File: src/sprrle_pkg.sv
// ----------------------------------------------------------------------------
// Sprite RLE row decoder package
// Types and constants shared by the row decoder and its span clipper.
// ----------------------------------------------------------------------------
package sprrle_pkg;

    // Parser phase of the row command stream.
    typedef enum logic [2:0] {
        PH_ROW_START  = 3'd0,
        PH_CMD        = 3'd1,
        PH_LONG_LO    = 3'd2,
        PH_FILL_LEN   = 3'd3,
        PH_FILL_COLOR = 3'd4,
        PH_PIXELS     = 3'd5,
        PH_EXT        = 3'd6
    } t_phase;

    // Command codes carried in the low nibble of a command byte.
    localparam logic [3:0] KIND_SHORT_DRAW_0 = 4'h0;
    localparam logic [3:0] KIND_SHORT_SKIP_0 = 4'h1;
    localparam logic [3:0] KIND_LONG_DRAW    = 4'h2;
    localparam logic [3:0] KIND_LONG_SKIP    = 4'h3;
    localparam logic [3:0] KIND_SHORT_DRAW_1 = 4'h4;
    localparam logic [3:0] KIND_SHORT_SKIP_1 = 4'h5;
    localparam logic [3:0] KIND_PLAYER_DRAW  = 4'h6;
    localparam logic [3:0] KIND_FILL         = 4'h7;
    localparam logic [3:0] KIND_SHORT_DRAW_2 = 4'h8;
    localparam logic [3:0] KIND_SHORT_SKIP_2 = 4'h9;
    localparam logic [3:0] KIND_PLAYER_FILL  = 4'hA;
    localparam logic [3:0] KIND_SHADOW_FILL  = 4'hB;
    localparam logic [3:0] KIND_SHORT_DRAW_3 = 4'hC;
    localparam logic [3:0] KIND_SHORT_SKIP_3 = 4'hD;
    localparam logic [3:0] KIND_EXTENDED     = 4'hE;
    localparam logic [3:0] KIND_END_ROW      = 4'hF;

    // Configuration register indexes.
    localparam logic CFG_FRAME_WIDTH  = 1'b0;
    localparam logic CFG_FRAME_HEIGHT = 1'b1;

    // Field widths and fixed values.
    localparam int CFG_W     = 13;
    localparam int COORD_W   = 12;
    localparam int COLUMN_W  = 16;
    localparam int OFFSET_W  = 16;
    localparam int COLOR_W   = 8;

    localparam logic [CFG_W-1:0]   FRAME_WIDTH_RST  = 13'd640;
    localparam logic [CFG_W-1:0]   FRAME_HEIGHT_RST = 13'd480;
    localparam logic [COLOR_W-1:0] PLAYER_COLOR_OFS = 8'd16;
    localparam logic [COLOR_W-1:0] SHADOW_COLOR     = 8'd0;

    // Span placement request toward the clipper.
    typedef struct packed {
        logic [COLUMN_W-1:0]        column;
        logic signed [OFFSET_W-1:0] offset;
        logic [COORD_W-1:0]         length;
        logic [COORD_W-1:0]         row;
        logic [CFG_W-1:0]           frame_width;
        logic [CFG_W-1:0]           frame_height;
    } t_clip_req;

    // Clipped span back from the clipper.
    typedef struct packed {
        logic               hit;
        logic [COORD_W-1:0] x_start;
        logic [COORD_W-1:0] run_length;
        logic [CFG_W-1:0]   width_eff;
    } t_clip_res;

endpackage

File: src/sprite_rle_row_decoder_top.sv
// ----------------------------------------------------------------------------
// Sprite RLE row decoder
// Decodes a sprite row command stream one byte per word into clipped spans
// and row-end markers.
// ----------------------------------------------------------------------------
//
//  Channel   Direction  Handshake           Payload
//  input     in         i_valid / o_stall   i_data_byte, i_row, i_left_offset
//  output    out        o_valid / i_stall   o_out_row, o_x_start, o_run_length,
//                                           o_pixel_color, o_row_end
//  config    in         i_cfg_we            i_cfg_index, i_cfg_data
//
//  One word is accepted per cycle unless the output stalls; each word yields
//  zero or one output word. A word passes an input register, then decode and
//  clip logic that loads the output register.
//  The input register holds while the output register is full and stalled.
//  Synchronous active-low reset returns the parser to the start of a row and
//  restores frame width 640 and height 480.
//
module sprite_rle_row_decoder_top #(
    parameter int MAX_FRAME_SIDE = 4096
) (
    input  logic                                      i_clk,
    input  logic                                      i_rst_n,
    // Byte stream input
    input  logic                                      i_valid,
    output logic                                      o_stall,
    input  logic [7:0]                                i_data_byte,
    input  logic [sprrle_pkg::COORD_W-1:0]            i_row,
    input  logic signed [sprrle_pkg::OFFSET_W-1:0]    i_left_offset,
    // Span output
    output logic                                      o_valid,
    input  logic                                      i_stall,
    output logic [sprrle_pkg::COORD_W-1:0]            o_out_row,
    output logic [sprrle_pkg::COORD_W-1:0]            o_x_start,
    output logic [sprrle_pkg::COORD_W-1:0]            o_run_length,
    output logic [sprrle_pkg::COLOR_W-1:0]            o_pixel_color,
    output logic                                      o_row_end,
    // Configuration writes
    input  logic                                      i_cfg_we,
    input  logic                                      i_cfg_index,
    input  logic [sprrle_pkg::CFG_W-1:0]              i_cfg_data
);
    import sprrle_pkg::*;

    // Configuration registers
    logic [CFG_W-1:0] r_frame_width;
    logic [CFG_W-1:0] r_frame_height;

    // Input register
    logic                       r_in_valid;
    logic [7:0]                 r_in_byte;
    logic [COORD_W-1:0]         r_in_row;
    logic signed [OFFSET_W-1:0] r_in_offset;

    // Parser state
    t_phase                     r_phase,   n_phase;
    logic [3:0]                 r_kind,    n_kind;
    logic [COORD_W-1:0]         r_remaining, n_remaining;
    logic [COLUMN_W-1:0]        r_column,  n_column;
    logic [COORD_W-1:0]         r_row,     n_row;
    logic signed [OFFSET_W-1:0] r_offset,  n_offset;

    // Output register
    logic                       r_out_valid;
    logic [COORD_W-1:0]         r_out_row;
    logic [COORD_W-1:0]         r_out_x;
    logic [COORD_W-1:0]         r_out_run;
    logic [COLOR_W-1:0]         r_out_color;
    logic                       r_out_end;

    // Decode signals
    logic                       stage_adv;
    logic                       out_free;
    logic [COLUMN_W-1:0]        cur_column;
    logic [COORD_W-1:0]         cur_row;
    logic signed [OFFSET_W-1:0] cur_offset;
    logic [COORD_W-1:0]         cur_remaining;
    logic                       do_adv;
    logic [COORD_W-1:0]         adv_len;
    logic                       do_span;
    logic [COLOR_W-1:0]         span_color;
    logic                       marker;
    logic                       do_start;
    logic [COORD_W-1:0]         start_count;
    logic [3:0]                 start_kind;
    logic [COORD_W-1:0]         long_sum;
    logic [COLUMN_W:0]          col_sum;
    logic [COLOR_W-1:0]         byte_plus;
    logic                       res_valid;
    t_clip_req                  clip_req;
    t_clip_res                  clip_res;

    // Handshake between the two register stages.
    assign out_free  = !r_out_valid || !i_stall;
    assign stage_adv = r_in_valid && out_free;
    assign o_stall   = r_in_valid && !out_free;

    // Configuration write port.
    always_ff @(posedge i_clk) begin
        if (!i_rst_n) begin
            r_frame_width  <= FRAME_WIDTH_RST;
            r_frame_height <= FRAME_HEIGHT_RST;
        end else if (i_cfg_we) begin
            if (i_cfg_index == CFG_FRAME_WIDTH) begin
                r_frame_width <= i_cfg_data;
            end else begin
                r_frame_height <= i_cfg_data;
            end
        end
    end

    // Input register.
    always_ff @(posedge i_clk) begin
        if (!i_rst_n) begin
            r_in_valid <= 1'b0;
        end else if (!o_stall) begin
            r_in_valid <= i_valid;
        end
    end

    always_ff @(posedge i_clk) begin
        if (i_valid && !o_stall) begin
            r_in_byte   <= i_data_byte;
            r_in_row    <= i_row;
            r_in_offset <= i_left_offset;
        end
    end

    // The first byte of a row latches row and offset and restarts the column.
    always_comb begin
        if (r_phase == PH_ROW_START) begin
            cur_column    = '0;
            cur_row       = r_in_row;
            cur_offset    = r_in_offset;
            cur_remaining = '0;
        end else begin
            cur_column    = r_column;
            cur_row       = r_row;
            cur_offset    = r_offset;
            cur_remaining = r_remaining;
        end
    end

    assign byte_plus = r_in_byte + PLAYER_COLOR_OFS;
    assign long_sum  = cur_remaining + {4'd0, r_in_byte};

    // Next parser state and the word this byte produces.
    always_comb begin
        n_phase     = r_phase;
        n_kind      = r_kind;
        n_remaining = cur_remaining;
        n_row       = cur_row;
        n_offset    = cur_offset;
        do_adv      = 1'b0;
        adv_len     = '0;
        do_span     = 1'b0;
        span_color  = r_in_byte;
        marker      = 1'b0;
        do_start    = 1'b0;
        start_count = '0;
        start_kind  = r_kind;

        unique case (r_phase)
            PH_LONG_LO: begin
                n_phase     = PH_CMD;
                n_remaining = long_sum;
                if (r_kind == KIND_LONG_SKIP) begin
                    do_adv      = 1'b1;
                    adv_len     = long_sum;
                    n_remaining = '0;
                end else if (long_sum != '0) begin
                    n_phase = PH_PIXELS;
                end
            end
            PH_FILL_LEN: begin
                do_start    = 1'b1;
                start_count = {4'd0, r_in_byte};
            end
            PH_FILL_COLOR: begin
                n_phase    = PH_CMD;
                span_color = (r_kind == KIND_PLAYER_FILL) ? byte_plus : r_in_byte;
                do_span    = 1'b1;
                do_adv     = 1'b1;
                adv_len    = cur_remaining;
            end
            PH_PIXELS: begin
                span_color  = (r_kind == KIND_PLAYER_DRAW) ? byte_plus : r_in_byte;
                n_remaining = (cur_remaining != '0) ? cur_remaining - COORD_W'(1) : '0;
                if (cur_remaining <= COORD_W'(1)) begin
                    n_phase = PH_CMD;
                end
                do_span = 1'b1;
                do_adv  = 1'b1;
                adv_len = COORD_W'(1);
            end
            PH_EXT: begin
                n_phase = PH_CMD;
            end
            default: begin
                // Row start and command phases decode a command byte.
                n_kind = r_in_byte[3:0];
                unique case (r_in_byte[3:0])
                    KIND_SHORT_DRAW_0, KIND_SHORT_DRAW_1,
                    KIND_SHORT_DRAW_2, KIND_SHORT_DRAW_3: begin
                        n_remaining = {6'd0, r_in_byte[7:2]};
                        n_phase     = (r_in_byte[7:2] != '0) ? PH_PIXELS : PH_CMD;
                    end
                    KIND_SHORT_SKIP_0, KIND_SHORT_SKIP_1,
                    KIND_SHORT_SKIP_2, KIND_SHORT_SKIP_3: begin
                        do_adv  = 1'b1;
                        adv_len = {6'd0, r_in_byte[7:2]};
                        n_phase = PH_CMD;
                    end
                    KIND_LONG_DRAW, KIND_LONG_SKIP: begin
                        n_remaining = {r_in_byte[7:4], 8'd0};
                        n_phase     = PH_LONG_LO;
                    end
                    KIND_PLAYER_DRAW, KIND_FILL, KIND_PLAYER_FILL, KIND_SHADOW_FILL: begin
                        if (r_in_byte[7:4] == '0) begin
                            n_phase = PH_FILL_LEN;
                        end else begin
                            do_start    = 1'b1;
                            start_count = {8'd0, r_in_byte[7:4]};
                            start_kind  = r_in_byte[3:0];
                        end
                    end
                    KIND_EXTENDED: begin
                        n_phase = PH_EXT;
                    end
                    default: begin
                        // End of row: marker word, then wait for the next row.
                        marker  = 1'b1;
                        n_phase = PH_ROW_START;
                    end
                endcase
            end
        endcase

        // A counted command starts once its count is known.
        if (do_start) begin
            n_remaining = start_count;
            unique case (start_kind)
                KIND_PLAYER_DRAW: begin
                    n_phase = (start_count != '0) ? PH_PIXELS : PH_CMD;
                end
                KIND_FILL, KIND_PLAYER_FILL: begin
                    n_phase = PH_FILL_COLOR;
                end
                KIND_SHADOW_FILL: begin
                    n_phase    = PH_CMD;
                    span_color = SHADOW_COLOR;
                    do_span    = 1'b1;
                    do_adv     = 1'b1;
                    adv_len    = start_count;
                end
                default: begin
                    n_phase = PH_CMD;
                end
            endcase
        end
    end

    // Column advance saturates at the top of its range.
    assign col_sum  = {1'b0, cur_column} + {{(COLUMN_W+1-COORD_W){1'b0}}, adv_len};
    assign n_column = !do_adv ? cur_column :
                      (col_sum[COLUMN_W] ? {COLUMN_W{1'b1}} : col_sum[COLUMN_W-1:0]);

    // Span placement and clipping.
    assign clip_req.column       = cur_column;
    assign clip_req.offset       = cur_offset;
    assign clip_req.length       = adv_len;
    assign clip_req.row          = cur_row;
    assign clip_req.frame_width  = r_frame_width;
    assign clip_req.frame_height = r_frame_height;

    sprrle_span_clip #(
        .MAX_FRAME_SIDE(MAX_FRAME_SIDE)
    ) u_span_clip (
        .i_req(clip_req),
        .o_res(clip_res)
    );

    assign res_valid = marker || (do_span && clip_res.hit);

    // Parser state register.
    always_ff @(posedge i_clk) begin
        if (!i_rst_n) begin
            r_phase     <= PH_ROW_START;
            r_kind      <= '0;
            r_remaining <= '0;
            r_column    <= '0;
            r_row       <= '0;
            r_offset    <= '0;
        end else if (stage_adv) begin
            r_phase     <= n_phase;
            r_kind      <= n_kind;
            r_remaining <= n_remaining;
            r_column    <= n_column;
            r_row       <= n_row;
            r_offset    <= n_offset;
        end
    end

    // Output register.
    always_ff @(posedge i_clk) begin
        if (!i_rst_n) begin
            r_out_valid <= 1'b0;
        end else if (out_free) begin
            r_out_valid <= stage_adv && res_valid;
        end
    end

    always_ff @(posedge i_clk) begin
        if (stage_adv && res_valid) begin
            r_out_row   <= cur_row;
            r_out_end   <= marker;
            r_out_x     <= marker ? '0 : clip_res.x_start;
            r_out_run   <= marker ? '0 : clip_res.run_length;
            r_out_color <= marker ? '0 : span_color;
        end
    end

    assign o_valid       = r_out_valid;
    assign o_out_row     = r_out_row;
    assign o_x_start     = r_out_x;
    assign o_run_length  = r_out_run;
    assign o_pixel_color = r_out_color;
    assign o_row_end     = r_out_end;

    // A row-end marker carries no span.
    assert property (@(posedge i_clk) disable iff (!i_rst_n)
        r_out_valid && r_out_end |->
            r_out_run == '0 && r_out_x == '0 && r_out_color == '0)
        else $error("row-end marker carries span data");

    // A span word always covers at least one pixel.
    assert property (@(posedge i_clk) disable iff (!i_rst_n)
        r_out_valid && !r_out_end |-> r_out_run != '0)
        else $error("empty span emitted");

    // A span word ends inside the frame width.
    assert property (@(posedge i_clk) disable iff (!i_rst_n)
        r_out_valid && !r_out_end |->
            ({1'b0, r_out_x} + {1'b0, r_out_run}) <= clip_res.width_eff)
        else $error("span runs past frame width");

    // After an end-of-row byte the parser waits for a new row.
    assert property (@(posedge i_clk) disable iff (!i_rst_n)
        stage_adv && marker |=> r_phase == PH_ROW_START)
        else $error("parser did not rearm after end of row");

    // Pixel phase always has pixels left to take.
    assert property (@(posedge i_clk) disable iff (!i_rst_n)
        r_phase == PH_PIXELS |-> r_remaining != '0)
        else $error("pixel phase with zero count");

endmodule

File: src/sprrle_span_clip.sv
// ----------------------------------------------------------------------------
// Sprite RLE span clipper
// Places a span at column plus left offset and clips it to the frame.
// ----------------------------------------------------------------------------
module sprrle_span_clip #(
    parameter int MAX_FRAME_SIDE = 4096
) (
    input  sprrle_pkg::t_clip_req i_req,
    output sprrle_pkg::t_clip_res o_res
);
    import sprrle_pkg::*;

    localparam int POS_W = COLUMN_W + 2;

    logic [CFG_W-1:0]        width_eff;
    logic [CFG_W-1:0]        height_eff;
    logic signed [POS_W-1:0] lo;
    logic signed [POS_W-1:0] hi;
    logic signed [POS_W-1:0] lo_c;
    logic signed [POS_W-1:0] hi_c;
    logic signed [POS_W-1:0] w_s;
    logic signed [POS_W-1:0] span;
    logic                    row_ok;

    // Frame sizes above the supported side act as the side itself.
    assign width_eff  = ({19'd0, i_req.frame_width} > 32'(MAX_FRAME_SIDE)) ?
                        CFG_W'(MAX_FRAME_SIDE) : i_req.frame_width;
    assign height_eff = ({19'd0, i_req.frame_height} > 32'(MAX_FRAME_SIDE)) ?
                        CFG_W'(MAX_FRAME_SIDE) : i_req.frame_height;

    // Span ends in frame coordinates.
    assign lo  = $signed({2'b00, i_req.column})
               + $signed({{(POS_W-OFFSET_W){i_req.offset[OFFSET_W-1]}}, i_req.offset});
    assign hi  = lo + $signed({{(POS_W-COORD_W){1'b0}}, i_req.length});
    assign w_s = $signed({{(POS_W-CFG_W){1'b0}}, width_eff});

    // Clip against the left edge and the frame width.
    assign lo_c = lo[POS_W-1] ? '0 : lo;
    assign hi_c = (hi > w_s) ? w_s : hi;
    assign span = hi_c - lo_c;

    assign row_ok = {1'b0, i_req.row} < height_eff;

    assign o_res.hit        = row_ok && (hi_c > lo_c);
    assign o_res.x_start    = lo_c[COORD_W-1:0];
    assign o_res.run_length = span[COORD_W-1:0];
    assign o_res.width_eff  = width_eff;

endmodule

File: config.mk
export PLATFORM = sky130hd
export DESIGN_NAME = sprite_rle_row_decoder_top
export DESIGN_NICKNAME = d
export VERILOG_FILES = /design/src/sprrle_pkg.sv /design/src/sprite_rle_row_decoder_top.sv /design/src/sprrle_span_clip.sv
export SDC_FILE = /design/constraint.sdc
export NUM_CORES = 1
export LEC_CHECK = 0
export BUFFER_PORTS_ARGS = -buffer_cell sky130_fd_sc_hd__buf_2
export CAP_MARGIN = 10
export CORE_MARGIN = 5
export CORE_UTILIZATION = 45
export DETAILED_ROUTE_END_ITERATION = 6
export PLACE_DENSITY = 0.71
export SYNTH_ARGS = -nofsm -noshare
export SYNTH_HDL_FRONTEND = slang
export SYNTH_SLANG_ARGS = --single-unit
File: constraint.sdc
create_clock -name i_clk -period 16.51 [get_ports i_clk]
set_input_delay 0.8255 -clock i_clk [delete_from_list [all_inputs] [get_ports i_clk]]
set_output_delay 0.8255 -clock i_clk [all_outputs]
set_load 0.03 [all_outputs]
After elaboration in Yosys (flattened, before gate mapping)
Cells that the tools add are included.
- add/subtract/negate cells: 7
- magnitude comparators: 6
- eq/ne operators: 29
- multiplexer cells: 54
- bitwise operators: 2
- reductions and logical operators: 35
- operators by type and width (operator ; number):
    $mux W12 ; 8
    $mux W16 ; 4
    $pmux W12 S4 ; 1
    $eq A4 B4 Y1 const B ; 10
    $pmux W12 S3 ; 1
    $reduce_bool A12 Y1 ; 3
    $mux W8 ; 4
    $pmux W8 S2 ; 2
    $eq A4 B3 Y1 const B ; 7
    $gt A13 B13 Y1 const B ; 2
    $mux W13 ; 2
    $pmux W12 S2 ; 1
    $mux W3 ; 7
    $mux W4 ; 5
    $add A17 B16 Y18 ; 1
    $add A18 B13 Y18 ; 1
    $gt A18 B14 Y1 ; 1
    $gt A18 B18 Y1 ; 1
    $mux W18 ; 1
    $add A16 B12 Y17 ; 1
    $mux W17 ; 1
    $reduce_or A4 Y1 ; 4
    $pmux W3 S5 ; 1
    $reduce_or A15 Y1 ; 1
    other kinds (31) ; 63
- flip-flop bits (word level): 172
- output and inout port bits: 47

Longest topological paths before layout
Gate-level depths: netlist of the first run.
- depth in word-level cells: 15
- mapped depth: 50
- depth with buffers taken out: 43

By module
Synthesis of the first run repeated with hierarchy kept, for this count alone.
- cells, all modules: 1521
- area, all modules: 12451.9 um2
- by module, submodules not included (module ; instances ; cells an instance ; area an instance (um2) ; sequential area each (um2)):
    sprite_rle_row_decoder_top ; 1 ; 1062 ; 9086.2 ; 4254.1
    sprrle_span_clip ; 1 ; 459 ; 3365.7 ; 0.0

Least setup slack after synthesis of the first run
OpenSTA, ideal clock, no wires.
- path type: register to register
- start: register r_phase[2]
- end: register r_out_row[0] (netlist: o_out_row[0]), enable pin
- setup time: 0.463 ns
- arrival: 9.397 ns
- slack: 6.650 ns
- stages on the path, launching flop included: 51
- cell sequence: dfxtp_1 buf_2 or3_1 buf_2 buf_2 buf_2 clkbuf_1 clkbuf_1 and2_1 ha_1 ha_1 a21o_1 a21oi_1 nor3_1 maj3_1 mux2i_1 a32oi_1 nor3_1 (+15 left out) a2111oi_0 a21oi_1 o41ai_4 buf_6 mux2i_1 ha_1 inv_1 fa_1 a21oi_1 nor2_1 nor2_1 o21ai_0 a21oi_1 nor2_1 a211oi_1 o211ai_1 a41o_2 and2_1
- cells in the longest elaborated chain, start to end: 15
- elaborated cells between the ends (all ways): 38
- ends and longest elaborated chain (item ; line ; text):
    from (decl) ; sprite_rle_row_decoder_top.sv:57 ; t_phase r_phase, n_phase;
    from (signal assigned) ; sprite_rle_row_decoder_top.sv:296 ; r_phase <= n_phase;
    $logic_not A3 Y1 ; sprite_rle_row_decoder_top.sv:132 ; if (r_phase == PH_ROW_START) begin
    $mux W12 ; sprite_rle_row_decoder_top.sv:132 ;
    $add A12 B8 Y12 ; sprite_rle_row_decoder_top.sv:146 ; assign long_sum = cur_remaining + {4'd0, r_in_byte};
    $mux W12 ; sprite_rle_row_decoder_top.sv:168 ; if (r_kind == KIND_LONG_SKIP) begin
    $pmux W12 S4 ; sprite_rle_row_decoder_top.sv:164 ; unique case (r_phase)
    $mux W12 ; sprite_rle_row_decoder_top.sv:243 ; unique case (start_kind)
    $mux W12 ; sprite_rle_row_decoder_top.sv:241 ; if (do_start) begin
    $add A18 B13 Y18 ; sprrle_span_clip.sv:34 ; assign hi = lo + $signed({{(POS_W-COORD_W){1'b0}}, i_req.length});
    $gt A18 B14 Y1 ; sprrle_span_clip.sv:39 ; assign hi_c = (hi > w_s) ? w_s : hi;
    $mux W18 ; sprrle_span_clip.sv:39 ;
    $gt A18 B18 Y1 ; sprrle_span_clip.sv:44 ; assign o_res.hit = row_ok && (hi_c > lo_c);
    $logic_and A1 B1 Y1 ; sprrle_span_clip.sv:44 ;
    $logic_and A1 B1 Y1 ; sprite_rle_row_decoder_top.sv:284 ; assign res_valid = marker || (do_span && clip_res.hit);
    $logic_or A1 B1 Y1 * ; sprite_rle_row_decoder_top.sv:284 ;
    $logic_and A1 B1 Y1 * ; sprite_rle_row_decoder_top.sv:315 ; if (stage_adv && res_valid) begin
    to (signal assigned) ; sprite_rle_row_decoder_top.sv:316 ; r_out_row <= cur_row;
    to (decl) ; sprite_rle_row_decoder_top.sv:66 ; logic [COORD_W-1:0] r_out_row;
Every way passes the cells marked *; elsewhere a longest branch is shown, timed or not.
A chain may end at the register's enable or synchronous reset.

Worst setup path after layout of the first run
- start: register r_phase[2]
- end: register r_out_color[5] (netlist: o_pixel_color[5]), enable pin
- cells in the longest elaborated chain, start to end: 15
- elaborated cells between the ends (all ways): 38
- ends and longest elaborated chain (item ; line ; text):
    $logic_not A3 Y1 ; sprite_rle_row_decoder_top.sv:132 ;
    $mux W12 ; sprite_rle_row_decoder_top.sv:132 ;
    $add A12 B8 Y12 ; sprite_rle_row_decoder_top.sv:146 ;
    $mux W12 ; sprite_rle_row_decoder_top.sv:168 ;
    $pmux W12 S4 ; sprite_rle_row_decoder_top.sv:164 ;
    $mux W12 ; sprite_rle_row_decoder_top.sv:243 ;
    $mux W12 ; sprite_rle_row_decoder_top.sv:241 ;
    $add A18 B13 Y18 ; sprrle_span_clip.sv:34 ;
    $gt A18 B14 Y1 ; sprrle_span_clip.sv:39 ;
    $mux W18 ; sprrle_span_clip.sv:39 ;
    $gt A18 B18 Y1 ; sprrle_span_clip.sv:44 ;
    $logic_and A1 B1 Y1 ; sprrle_span_clip.sv:44 ;
    $logic_and A1 B1 Y1 ; sprite_rle_row_decoder_top.sv:284 ;
    $logic_or A1 B1 Y1 * ; sprite_rle_row_decoder_top.sv:284 ;
    $logic_and A1 B1 Y1 * ; sprite_rle_row_decoder_top.sv:315 ;
    to (signal assigned) ; sprite_rle_row_decoder_top.sv:320 ; r_out_color <= marker ? '0 : span_color;
    to (decl) ; sprite_rle_row_decoder_top.sv:69 ; logic [COLOR_W-1:0] r_out_color;
Marked as above.

==> results of run 1 <==
flip-flops by register name (all words and copies together) (netlist names), 8 cells and up:
name	count
r_column	16
r_in_offset	16
r_offset	16
r_frame_height	13
r_frame_width	13
o_out_row	12
o_run_length	12
o_x_start	12
r_in_row	12
r_remaining	12
r_row	12
o_pixel_color	8
r_in_byte	8
worst max path at each step:
stage / startpoint / to / slack [ns] / depth (start not counted)
finish: r_phase[2] / o_pixel_color[5] / 5.34 / 45
floorplan: r_phase[2] / o_out_row[0] / 6.65 / 50
CTS: r_phase[2] / o_pixel_color[1] / 5.49 / 45
global route: r_phase[0] / o_pixel_color[5] / 4.42 / 45
global placement: r_phase[0] / o_x_start[2] / 6.04 / 45
detailed placement: r_phase[0] / o_pixel_color[1] / 5.62 / 45
tightest hold or removal path, cell delays in order (launching register included):
cell and delay (ns):
dfxtp_1 0.31, nand2_1 0.04, a21boi_0 0.06
power by group through the flow:
stage,Clock (uW),Sequential (uW),Combinational (uW)
final,424,493,371
after detailed placement,0,502,364
after global placement,0,501,357
after CTS,430,493,367
after global routing,447,496,412
after floorplan,0,495,281
cell usage in the layout, fill, tap and decap left out, drive strengths merged, types with 28 or more instances in the layout:
cell type / netlist / layout
inv: 51 / 57
nand2: 239 / 239
and2: 29 / 29
dfxtp: 91 / 91
o21ai: 72 / 72
nor3b: 28 / 28
edfxtp: 81 / 81
buf: 15 / 117
nand3: 32 / 32
nor2: 154 / 154
a21oi: 94 / 94
ha: 90 / 90
nor2b: 31 / 31
a21boi: 36 / 36
xnor2: 44 / 44
synthesized netlist by cell type (11+ instances only):
| library cell | count | area (um^2) |
|---|---|---|
| nor2b_1 | 31 | 194 |
| edfxtp_1 | 81 | 2430 |
| o211ai_1 | 14 | 105 |
| xnor2_1 | 41 | 359 |
| a31oi_1 | 12 | 75.1 |
| nand3_1 | 32 | 160 |
| a21o_1 | 24 | 180 |
| ha_1 | 90 | 1130 |
| inv_1 | 51 | 191 |
| dfxtp_1 | 91 | 1820 |
| a21oi_1 | 92 | 460 |
| nand2b_1 | 23 | 144 |
| nand4_1 | 12 | 75.1 |
| xor2_1 | 23 | 201 |
| nor3_1 | 20 | 100 |
| o21ai_0 | 65 | 325 |
| mux2i_1 | 11 | 110 |
| and2_1 | 29 | 181 |
| clkbuf_1 | 66 | 248 |
| nor3b_1 | 28 | 210 |
| nand2_1 | 239 | 897 |
| nor2_1 | 153 | 574 |
| a21boi_0 | 36 | 270 |
| nor4_1 | 14 | 87.6 |
kinds of logic after synthesis:
logic type / count (synthesis) / share of synthesized area
DFF: 172 / 0.350
AOI/OAI and AO/OA: 351 / 0.195
xor gates and xnor gates: 67 / 0.0510
and+or+nand+nor: 616 / 0.238
buffers and inverters: 132 / 0.0424
adders and majority gates: 95 / 0.100
muxes: 24 / 0.0241
metal layers:
layer  GRT usage  share of wire  up-vias
li1            -              -     5283
met1       0.305           0.47     5010
met2       0.321           0.44      423
met3      0.0324          0.069       64
met4      0.0739          0.023        0
met5           0              0        -
metrics by stage:
| stage | hold slack [ns] | setup slack [ns] | instances | total power (uW) | utilization |
|---|---|---|---|---|---|
| after floorplan | 0.433 | 6.65 | 1457 | 776 | - |
| after global placement | 0.446 | 6.04 | 1834 | 858 | 0.482 |
| after detailed placement | 0.454 | 5.62 | 1834 | 867 | 0.482 |
| after CTS | 0.465 | 5.49 | 1866 | 1290 | 0.505 |
| after global routing | 0.488 | 4.42 | 1866 | 1350 | 0.505 |
| final | 0.462 | 5.34 | 1866 | 1290 | 0.505 |
cell type report:
type,instances,area [um^2],share of cell area
flip-flops and latches,172,4250,0.314
inverters,51,191,0.0141
multi-input cells,1153,7420,0.548
clock inverters,15,198,0.0146
repair buffers,117,626,0.0462
clock buffers,17,425,0.0314
well taps,341,427,0.0315
==> flow_metrics.py, run 1 <==
metrics = {
    "run_status": {
        "status": "finished, final reports clean",
    },
    "layout": {
        "nFillCells": 2498,
        "area_growth_syn_to_layout_pct": 11.3,
        "antenna_cells": 0,
        "drive_above_1_share": 0.132,
        "stdcell_area_mm2": 0.0135,
        "nets": 1661,
    },
    "clock_tree": {
        "cts.hold.buffers_added": 0,
        "cts_resized": 0,
        "htree_levels": 4,
        "cts_buffer_depth": 2,
        "cts_tree": "done",
        "cts.sinks": 172,
        "cts-root-buf": "clkbuf_16",
        "post-cts-setup-buffer-count": 0,
        "insertion_delay_ns": 0.44,
        "path_clk_slew_ns": 0.09,
        "numCtsBuffers": 17,
    },
    "floorplanning": {
        "num_rows": 60,
        "coreArea_mm2": 0.0268,
        "die_w_um": 174,
        "dieArea_mm2": 0.0304,
        "die_y_um": 174,
        "initial_core_util": 0.454,
        "io_pins": 102,
    },
    "critical_path": {
        "crit_fanout": 68,
        "worstReg2RegStart": "r_phase[2]",
        "critical-path-slowest-cell": "dfxtp_1",
        "crit_required_ns": 16.54,
        "slowest_delay_ns": 0.67,
        "critPathCaptureType": "flip-flop",
        "r2r_cells": 45,
        "r2r-end": "o_pixel_color[5]",
        "critPathBufInv": 3,
        "critPathArrivalTime_ns": 11.20,
        "worstSetupPathType": "flip-flop to flip-flop",
        "r2r_slack_ns": 5.34,
        "crit_path_start_kind": "flip-flop",
        "critPathTopFamily": "compound AO/OA/AOI/OAI gates",
    },
    "power": {
        "swShare": 0.347,
        "internal_power_uw": 840,
        "pwr-share-seq": 0.383,
        "p_comb_frac": 0.288,
        "p_switching_uw": 447,
        "p_leak_uw": 0.00567,
        "ir_drop_mv": 0.0627,
        "clock_power_share": 0.329,
        "power_density_mw_per_mm2": 95.1,
    },
    "yosys": {
        "synth_fp_nets": 1606,
        "synthCells": 1457,
        "synth.ff_latch_count": 172,
        "syn_area_per_cell_um2": 8.35,
        "yosysWarnings": 0,
        "synth_area_mm2": 0.0122,
        "synth_cell_type_count": 86,
        "ys_seq_area_frac": 0.350,
        "synthArstFlopShare": 0,
        "synthFlopType": "dfxtp_1",
        "synth-edff-count": 81,
    },
    "run": {
        "maxCapViolations": 0,
    },
    "global_route": {
        "antenna_found_initial": 0,
        "track_usage": 0.211,
        "grt_pass1_vias": 10100,
        "grt_pass1_wl_um": 52700,
        "overflow": 0,
        "grt_max_degree": 96,
    },
    "timing": {
        "fin_skew_ns": 0.0161,
        "grt_setup_unrepaired": "false",
        "fmax_mhz": 89.5,
        "tightest_slew_ns": 1.20,
        "hold_viol": 0,
        "post-route-period-util": 0.677,
        "slew_violations": 0,
        "tns_ns": 0,
        "period_needed_ns": 11.17,
        "setup_viol": 0,
        "slew_headroom": 0.195,
    },
    "hold_path": {
        "hold_start": "r_column[8]",
        "min_to": "r_column[8]",
        "hold_path.class": "flip-flop to flip-flop",
        "hold_path_depth": 2,
    },
    "detailed_routing": {
        "via_per_inst": 5.78,
        "firstDrtPassIters": 7,
        "drt_iter0_markers": 1056,
        "wl_per_cell_um": 17.6,
        "ant_nets": 0,
        "wl_um": 32800,
        "post-route-drc-count": 0,
        "vias": 10800,
    },
    "place": {
        "numPortBuffers": 101,
        "place.gp.congestion": 0.923,
        "dpl.hpwl_um": 24000,
        "post_dp_cell_area_mm2": 0.0129,
    },
}
(Power assumes the default switching activity.)
==> run 2, diff against run 1 <==
Clock period 16.51 ns to 10.53 ns, I/O delays scaled along.
==> run 2 against run 1 <==
Die area unchanged. Register-to-register slack worse by 4.6 ns. Power rose by 59%. Sequential power is 56% higher. Largest power group unchanged.
==> flow_metrics.py, run 2 (synthesis results as in run 1) <==
metrics = {
    "power": {
        "pwr-share-seq": 0.374,
        "swShare": 0.353,
        "p_switching_uw": 725,
        "p_leak_uw": 0.00574,
        "ir_drop_mv": 0.0889,
        "internal_power_uw": 1330,
        "clock_power_share": 0.334,
        "power_density_mw_per_mm2": 150,
        "p_comb_frac": 0.292,
    },
    "clock_tree": {
        "numCtsBuffers": 17,
        "cts_buffer_depth": 2,
        "htree_levels": 4,
        "insertion_delay_ns": 0.45,
        "path_clk_slew_ns": 0.08,
        "cts.hold.buffers_added": 0,
        "cts.sinks": 172,
        "post-cts-setup-buffer-count": 0,
        "cts-root-buf": "clkbuf_16",
        "cts_tree": "done",
        "cts_resized": 0,
    },
    "floorplanning": {
        "dieArea_mm2": 0.0304,
        "die_y_um": 174,
        "die_w_um": 174,
        "io_pins": 102,
        "initial_core_util": 0.454,
        "coreArea_mm2": 0.0268,
        "num_rows": 60,
    },
    "layout": {
        "area_growth_syn_to_layout_pct": 12.2,
        "most-common-layout-cells": "nand2_1 (239), nor2_1 (152), buf_2 (101)",
        "largestRegisters": "r_column (16), r_in_offset (16), r_offset (16)",
        "nets": 1671,
        "drive_above_1_share": 0.139,
        "final_common_cell": "nand2_1",
        "antenna_cells": 0,
        "postLayoutCoreUtil": 0.509,
        "stdcell_area_mm2": 0.0137,
    },
    "timing": {
        "tightest_slew_ns": 1.03,
        "tns_ns": 0,
        "setup_viol": 0,
        "post-route-period-util": 0.928,
        "period_needed_ns": 9.78,
        "slew_headroom": 0.307,
        "hold_viol": 0,
        "slew_violations": 0,
        "fmax_mhz": 102,
        "fin_skew_ns": 0.0163,
        "grt_setup_unrepaired": "false",
    },
    "critical_path": {
        "critical-path-slowest-cell": "or3_2",
        "slowest_delay_ns": 0.61,
        "crit_path_start_kind": "flip-flop",
        "crit_fanout": 45,
        "crit_required_ns": 10.65,
        "worstSetupPathType": "flip-flop to flip-flop",
        "critPathArrivalTime_ns": 9.90,
        "critPathCaptureType": "flip-flop",
    },
    "detailed_routing": {
        "drt_iter0_markers": 1243,
        "wl_um": 33800,
        "firstDrtPassIters": 6,
        "via_per_inst": 5.78,
        "wl_per_cell_um": 18.0,
        "vias": 10800,
        "post-route-drc-count": 0,
        "ant_nets": 0,
    },
    "place": {
        "numPortBuffers": 101,
        "place.gp.congestion": 0.944,
        "dpl.hpwl_um": 24900,
        "post_dp_cell_area_mm2": 0.0130,
    },
    "global_route": {
        "overflow": 0,
        "antenna_found_initial": 0,
        "grt_max_degree": 96,
        "grt_pass1_wl_um": 53600,
        "track_usage": 0.216,
        "grt_pass1_vias": 10200,
    },
    "run": {
        "maxCapViolations": 0,
    },
    "hold_path": {
        "hold_path.class": "input pin to flip-flop",
    },
    "run_status": {
        "status": "finished, final reports clean",
    },
}
[run 2: worst max-delay path: cells and delay by family (launching register included)]
family / cells / cell delay, ns
flip-flops: 1 / 0.31
AND/OR/NAND/NOR: 15 / 2.47
XOR/XNOR: 1 / 0.23
AO/OA/AOI/OAI: 18 / 4.15
buffers and inverters: 1 / 0.05
adder cells (fa/ha/maj): 6 / 1.82
multiplexers: 2 / 0.36
[run 2: area by class of cell]
type                            instances  area (um^2)
Fill cell                            2462        13100
Multi-Input combinational cell       1153         7430
Sequential cell                       172         4250
Timing Repair Buffer                  127          701
Tap cell                              341          427
Clock buffer                           17          425
Clock inverter                         15          220
Inverter                               51          191
[run 2: layer usage]
layer  global-route usage  vias to the layer above  part of all wire
met3               0.0348                       72             0.070
met4               0.0739                        0             0.024
met2                0.325                      434              0.43
li1                     -                     5299                 -
met1                0.315                     5037              0.47
met5                    0                        -                 0
[run 2: power by group through the flow]
stage | registers (uW) | logic (uW) | clock network (uW)
after floorplan | 776 | 441 | 0
after global placement | 780 | 581 | 0
after detailed placement | 782 | 589 | 0
after CTS | 766 | 594 | 698
after global routing | 770 | 666 | 719
final | 767 | 599 | 686
[run 2: path summary, 6_finish.rpt]
kind             endpoint  depth (start not counted)  slack, ns   startpoint
min reg2reg   r_column[2]                          2       0.46  r_column[2]
min           r_in_row[8]                          1       0.24     i_row[8]
max          o_x_start[4]                         43       0.75   r_phase[2]
max reg2reg  o_x_start[4]                         43       0.75   r_phase[2]
[run 2: per-stage QoR]
stage          power [uW]  cells  hold slack (ns)  setup slack (ns)
2_1_floorplan        1220   1457            0.433             0.670
3_3_place_gp         1360   1844            0.447             0.904
3_5_place_dp         1370   1844            0.450             0.534
4_1_cts              2060   1876            0.235             0.452
5_1_grt              2160   1876            0.231             0.110
6_report             2050   1876            0.244             0.755
==> run 3, diff against run 2 <==
Settings changed: RECOVER_POWER set to 50.
==> run 3 against run 2 <==
The run now ends with design-rule violations, max-capacitance violations, max-slew violations left. Sequential share of layout area increased by 0.17 points. Sequential cell count is the same. Worst hold slack worse by 0.0049 ns. Register-to-register slack improved by 0.07 ns. Clock power about the same. Via count barely moved. Non-clock buffer count unchanged. Die area unchanged. Core utilization decreased by 0.27 points. Clock skew grew 0.0036 ns. Sequential power about the same.
==> flow_metrics.py, run 3 (synthesis results as in run 1) <==
metrics = {
    "run_status": {
        "status": "finished, violations left",
        "violations": "design-rule violations, max-capacitance violations, max-slew violations",
    },
    "timing": {
        "setup_viol": 0,
        "tns_ns": 0,
        "slew_violations": 133,
        "slew_headroom": -1.45,
        "fmax_mhz": 103,
        "whs_ns": 0.239,
        "tightest_slew_ns": 3.68,
        "grt_setup_unrepaired": "false",
        "fin_skew_ns": 0.0199,
        "fin_ws_ns": 0.823,
        "period_needed_ns": 9.71,
        "hold_viol": 0,
        "post-route-period-util": 0.922,
    },
    "clock_tree": {
        "htree_levels": 4,
        "path_clk_slew_ns": 0.08,
        "cts_buffer_depth": 2,
        "cts_tree": "done",
        "cts-root-buf": "clkbuf_16",
        "numCtsBuffers": 17,
        "insertion_delay_ns": 0.46,
        "cts.sinks": 172,
        "post-cts-setup-buffer-count": 0,
    },
    "power": {
        "ir_drop_mv": 0.0889,
        "internal_power_uw": 1330,
        "p_switching_uw": 726,
        "swShare": 0.354,
        "clock_power_share": 0.334,
        "pwr-share-seq": 0.374,
        "p_leak_uw": 0.00559,
        "p_comb_frac": 0.292,
        "power_density_mw_per_mm2": 151,
    },
    "floorplanning": {
        "io_pins": 102,
        "die_y_um": 174,
        "dieArea_mm2": 0.0304,
        "initial_core_util": 0.454,
        "coreArea_mm2": 0.0268,
        "die_w_um": 174,
        "num_rows": 60,
    },
    "critical_path": {
        "r2r-end": "o_x_start[4]",
        "r2r_cells": 43,
        "worstSetupPathType": "flip-flop to flip-flop",
        "r2r_slack_ns": 0.82,
        "slowest_delay_ns": 0.61,
        "critPathCaptureType": "flip-flop",
        "critPathTopFamily": "compound AO/OA/AOI/OAI gates",
        "worstReg2RegStart": "r_phase[2]",
        "crit_required_ns": 10.65,
        "critPathArrivalTime_ns": 9.83,
        "crit_fanout": 45,
        "critPathBufInv": 1,
        "crit_path_start_kind": "flip-flop",
        "critical-path-slowest-cell": "or3_2",
    },
    "hold_path": {
        "hold_path_depth": 1,
        "hold_start": "i_row[8]",
        "hold_path.class": "input pin to flip-flop",
        "min_to": "r_in_row[8]",
    },
    "global_route": {
        "antenna_found_initial": 0,
        "grt_pass1_vias": 10200,
        "overflow": 0,
        "grt_pass1_wl_um": 53600,
        "track_usage": 0.216,
        "grt_max_degree": 96,
    },
    "detailed_routing": {
        "firstDrtPassIters": 7,
        "vias": 10800,
        "ant_nets": 0,
        "wl_um": 33800,
        "wl_per_cell_um": 18.0,
        "drt_iter0_markers": 1283,
        "post-route-drc-count": 14,
        "via_per_inst": 5.78,
    },
    "place": {
        "post_dp_cell_area_mm2": 0.0130,
        "dp.cells": 1844,
        "place.gp.congestion": 0.944,
        "numPortBuffers": 101,
        "dpl.hpwl_um": 24900,
        "pre_cts_ws_ns": 0.534,
    },
    "layout": {
        "nFillCells": 2487,
        "area_growth_syn_to_layout_pct": 11.6,
        "antenna_cells": 0,
        "drive_above_1_share": 0.107,
        "final_common_cell": "nand2_1",
        "nets": 1671,
        "multi_input_area_mm2": 0.00743,
        "seq_area_mm2": 0.00425,
        "most-common-layout-cells": "nand2_1 (239), nor2_1 (152), a21oi_1 (92)",
        "final_cells": 1876,
        "stdcell_area_mm2": 0.0136,
        "largestRegisters": "r_column (16), r_in_offset (16), r_offset (16)",
    },
    "run": {
        "maxCapViolations": 2,
    },
}
-- run 3: worst max path at each step --
stage                from                to  slack, ns  cells after the start
4_1_cts        r_phase[2]      o_x_start[4]       0.45                     43
6_report       r_phase[2]      o_x_start[4]       0.82                     43
5_1_grt        r_phase[2]  o_pixel_color[5]       0.11                     43
3_3_place_gp   r_phase[2]      o_x_start[3]       0.90                     43
3_5_place_dp   r_phase[2]      o_x_start[4]       0.53                     43
2_1_floorplan  r_phase[2]      o_out_row[0]       0.67                     50
-- run 3: cell type report --
type,instances,area share
Inverter,51,0.0141
Clock buffer,17,0.0313
Multi-Input combinational cell,1153,0.547
Timing Repair Buffer,127,0.0468
Tap cell,341,0.0314
Clock inverter,15,0.0162
Sequential cell,172,0.313
-- run 3: power by group through the flow --
stage | clock [uW] | combinational [uW] | sequential, uW
final | 687 | 600 | 768
after CTS | 698 | 594 | 766
after floorplan | 0 | 441 | 776
after global placement | 0 | 581 | 780
after detailed placement | 0 | 589 | 782
after global routing | 719 | 667 | 771
-- run 3: routing by layer --
metal  GRT usage  part of all wire
met5           0                 0
met4      0.0739             0.025
met3      0.0348             0.068
met2       0.325              0.43
met1       0.315              0.48
-- run 3: timing repair --
action | 4_1_cts | 5_1_grt
hold buffers | 0 | 0
gates resized for setup | 0 | 3
endpoints found under the setup margin | 0 | 45
-- run 3: worst reg2reg max path: cells and delay by family, from the launching register on --
family | cells | cell delay (ns)
flops | 1 | 0.32
mux | 2 | 0.36
compound gates | 18 | 4.09
simple gates | 15 | 2.48
buf+inv | 1 | 0.05
fa+ha+maj | 6 | 1.82
xor+xnor | 1 | 0.23
-- run 3: through the flow --
stage | util | power, uW
4_1_cts | 0.509 | 2060
5_1_grt | 0.507 | 2160
3_3_place_gp | 0.485 | 1360
6_report | 0.507 | 2050
2_1_floorplan | - | 1220
3_5_place_dp | 0.485 | 1370
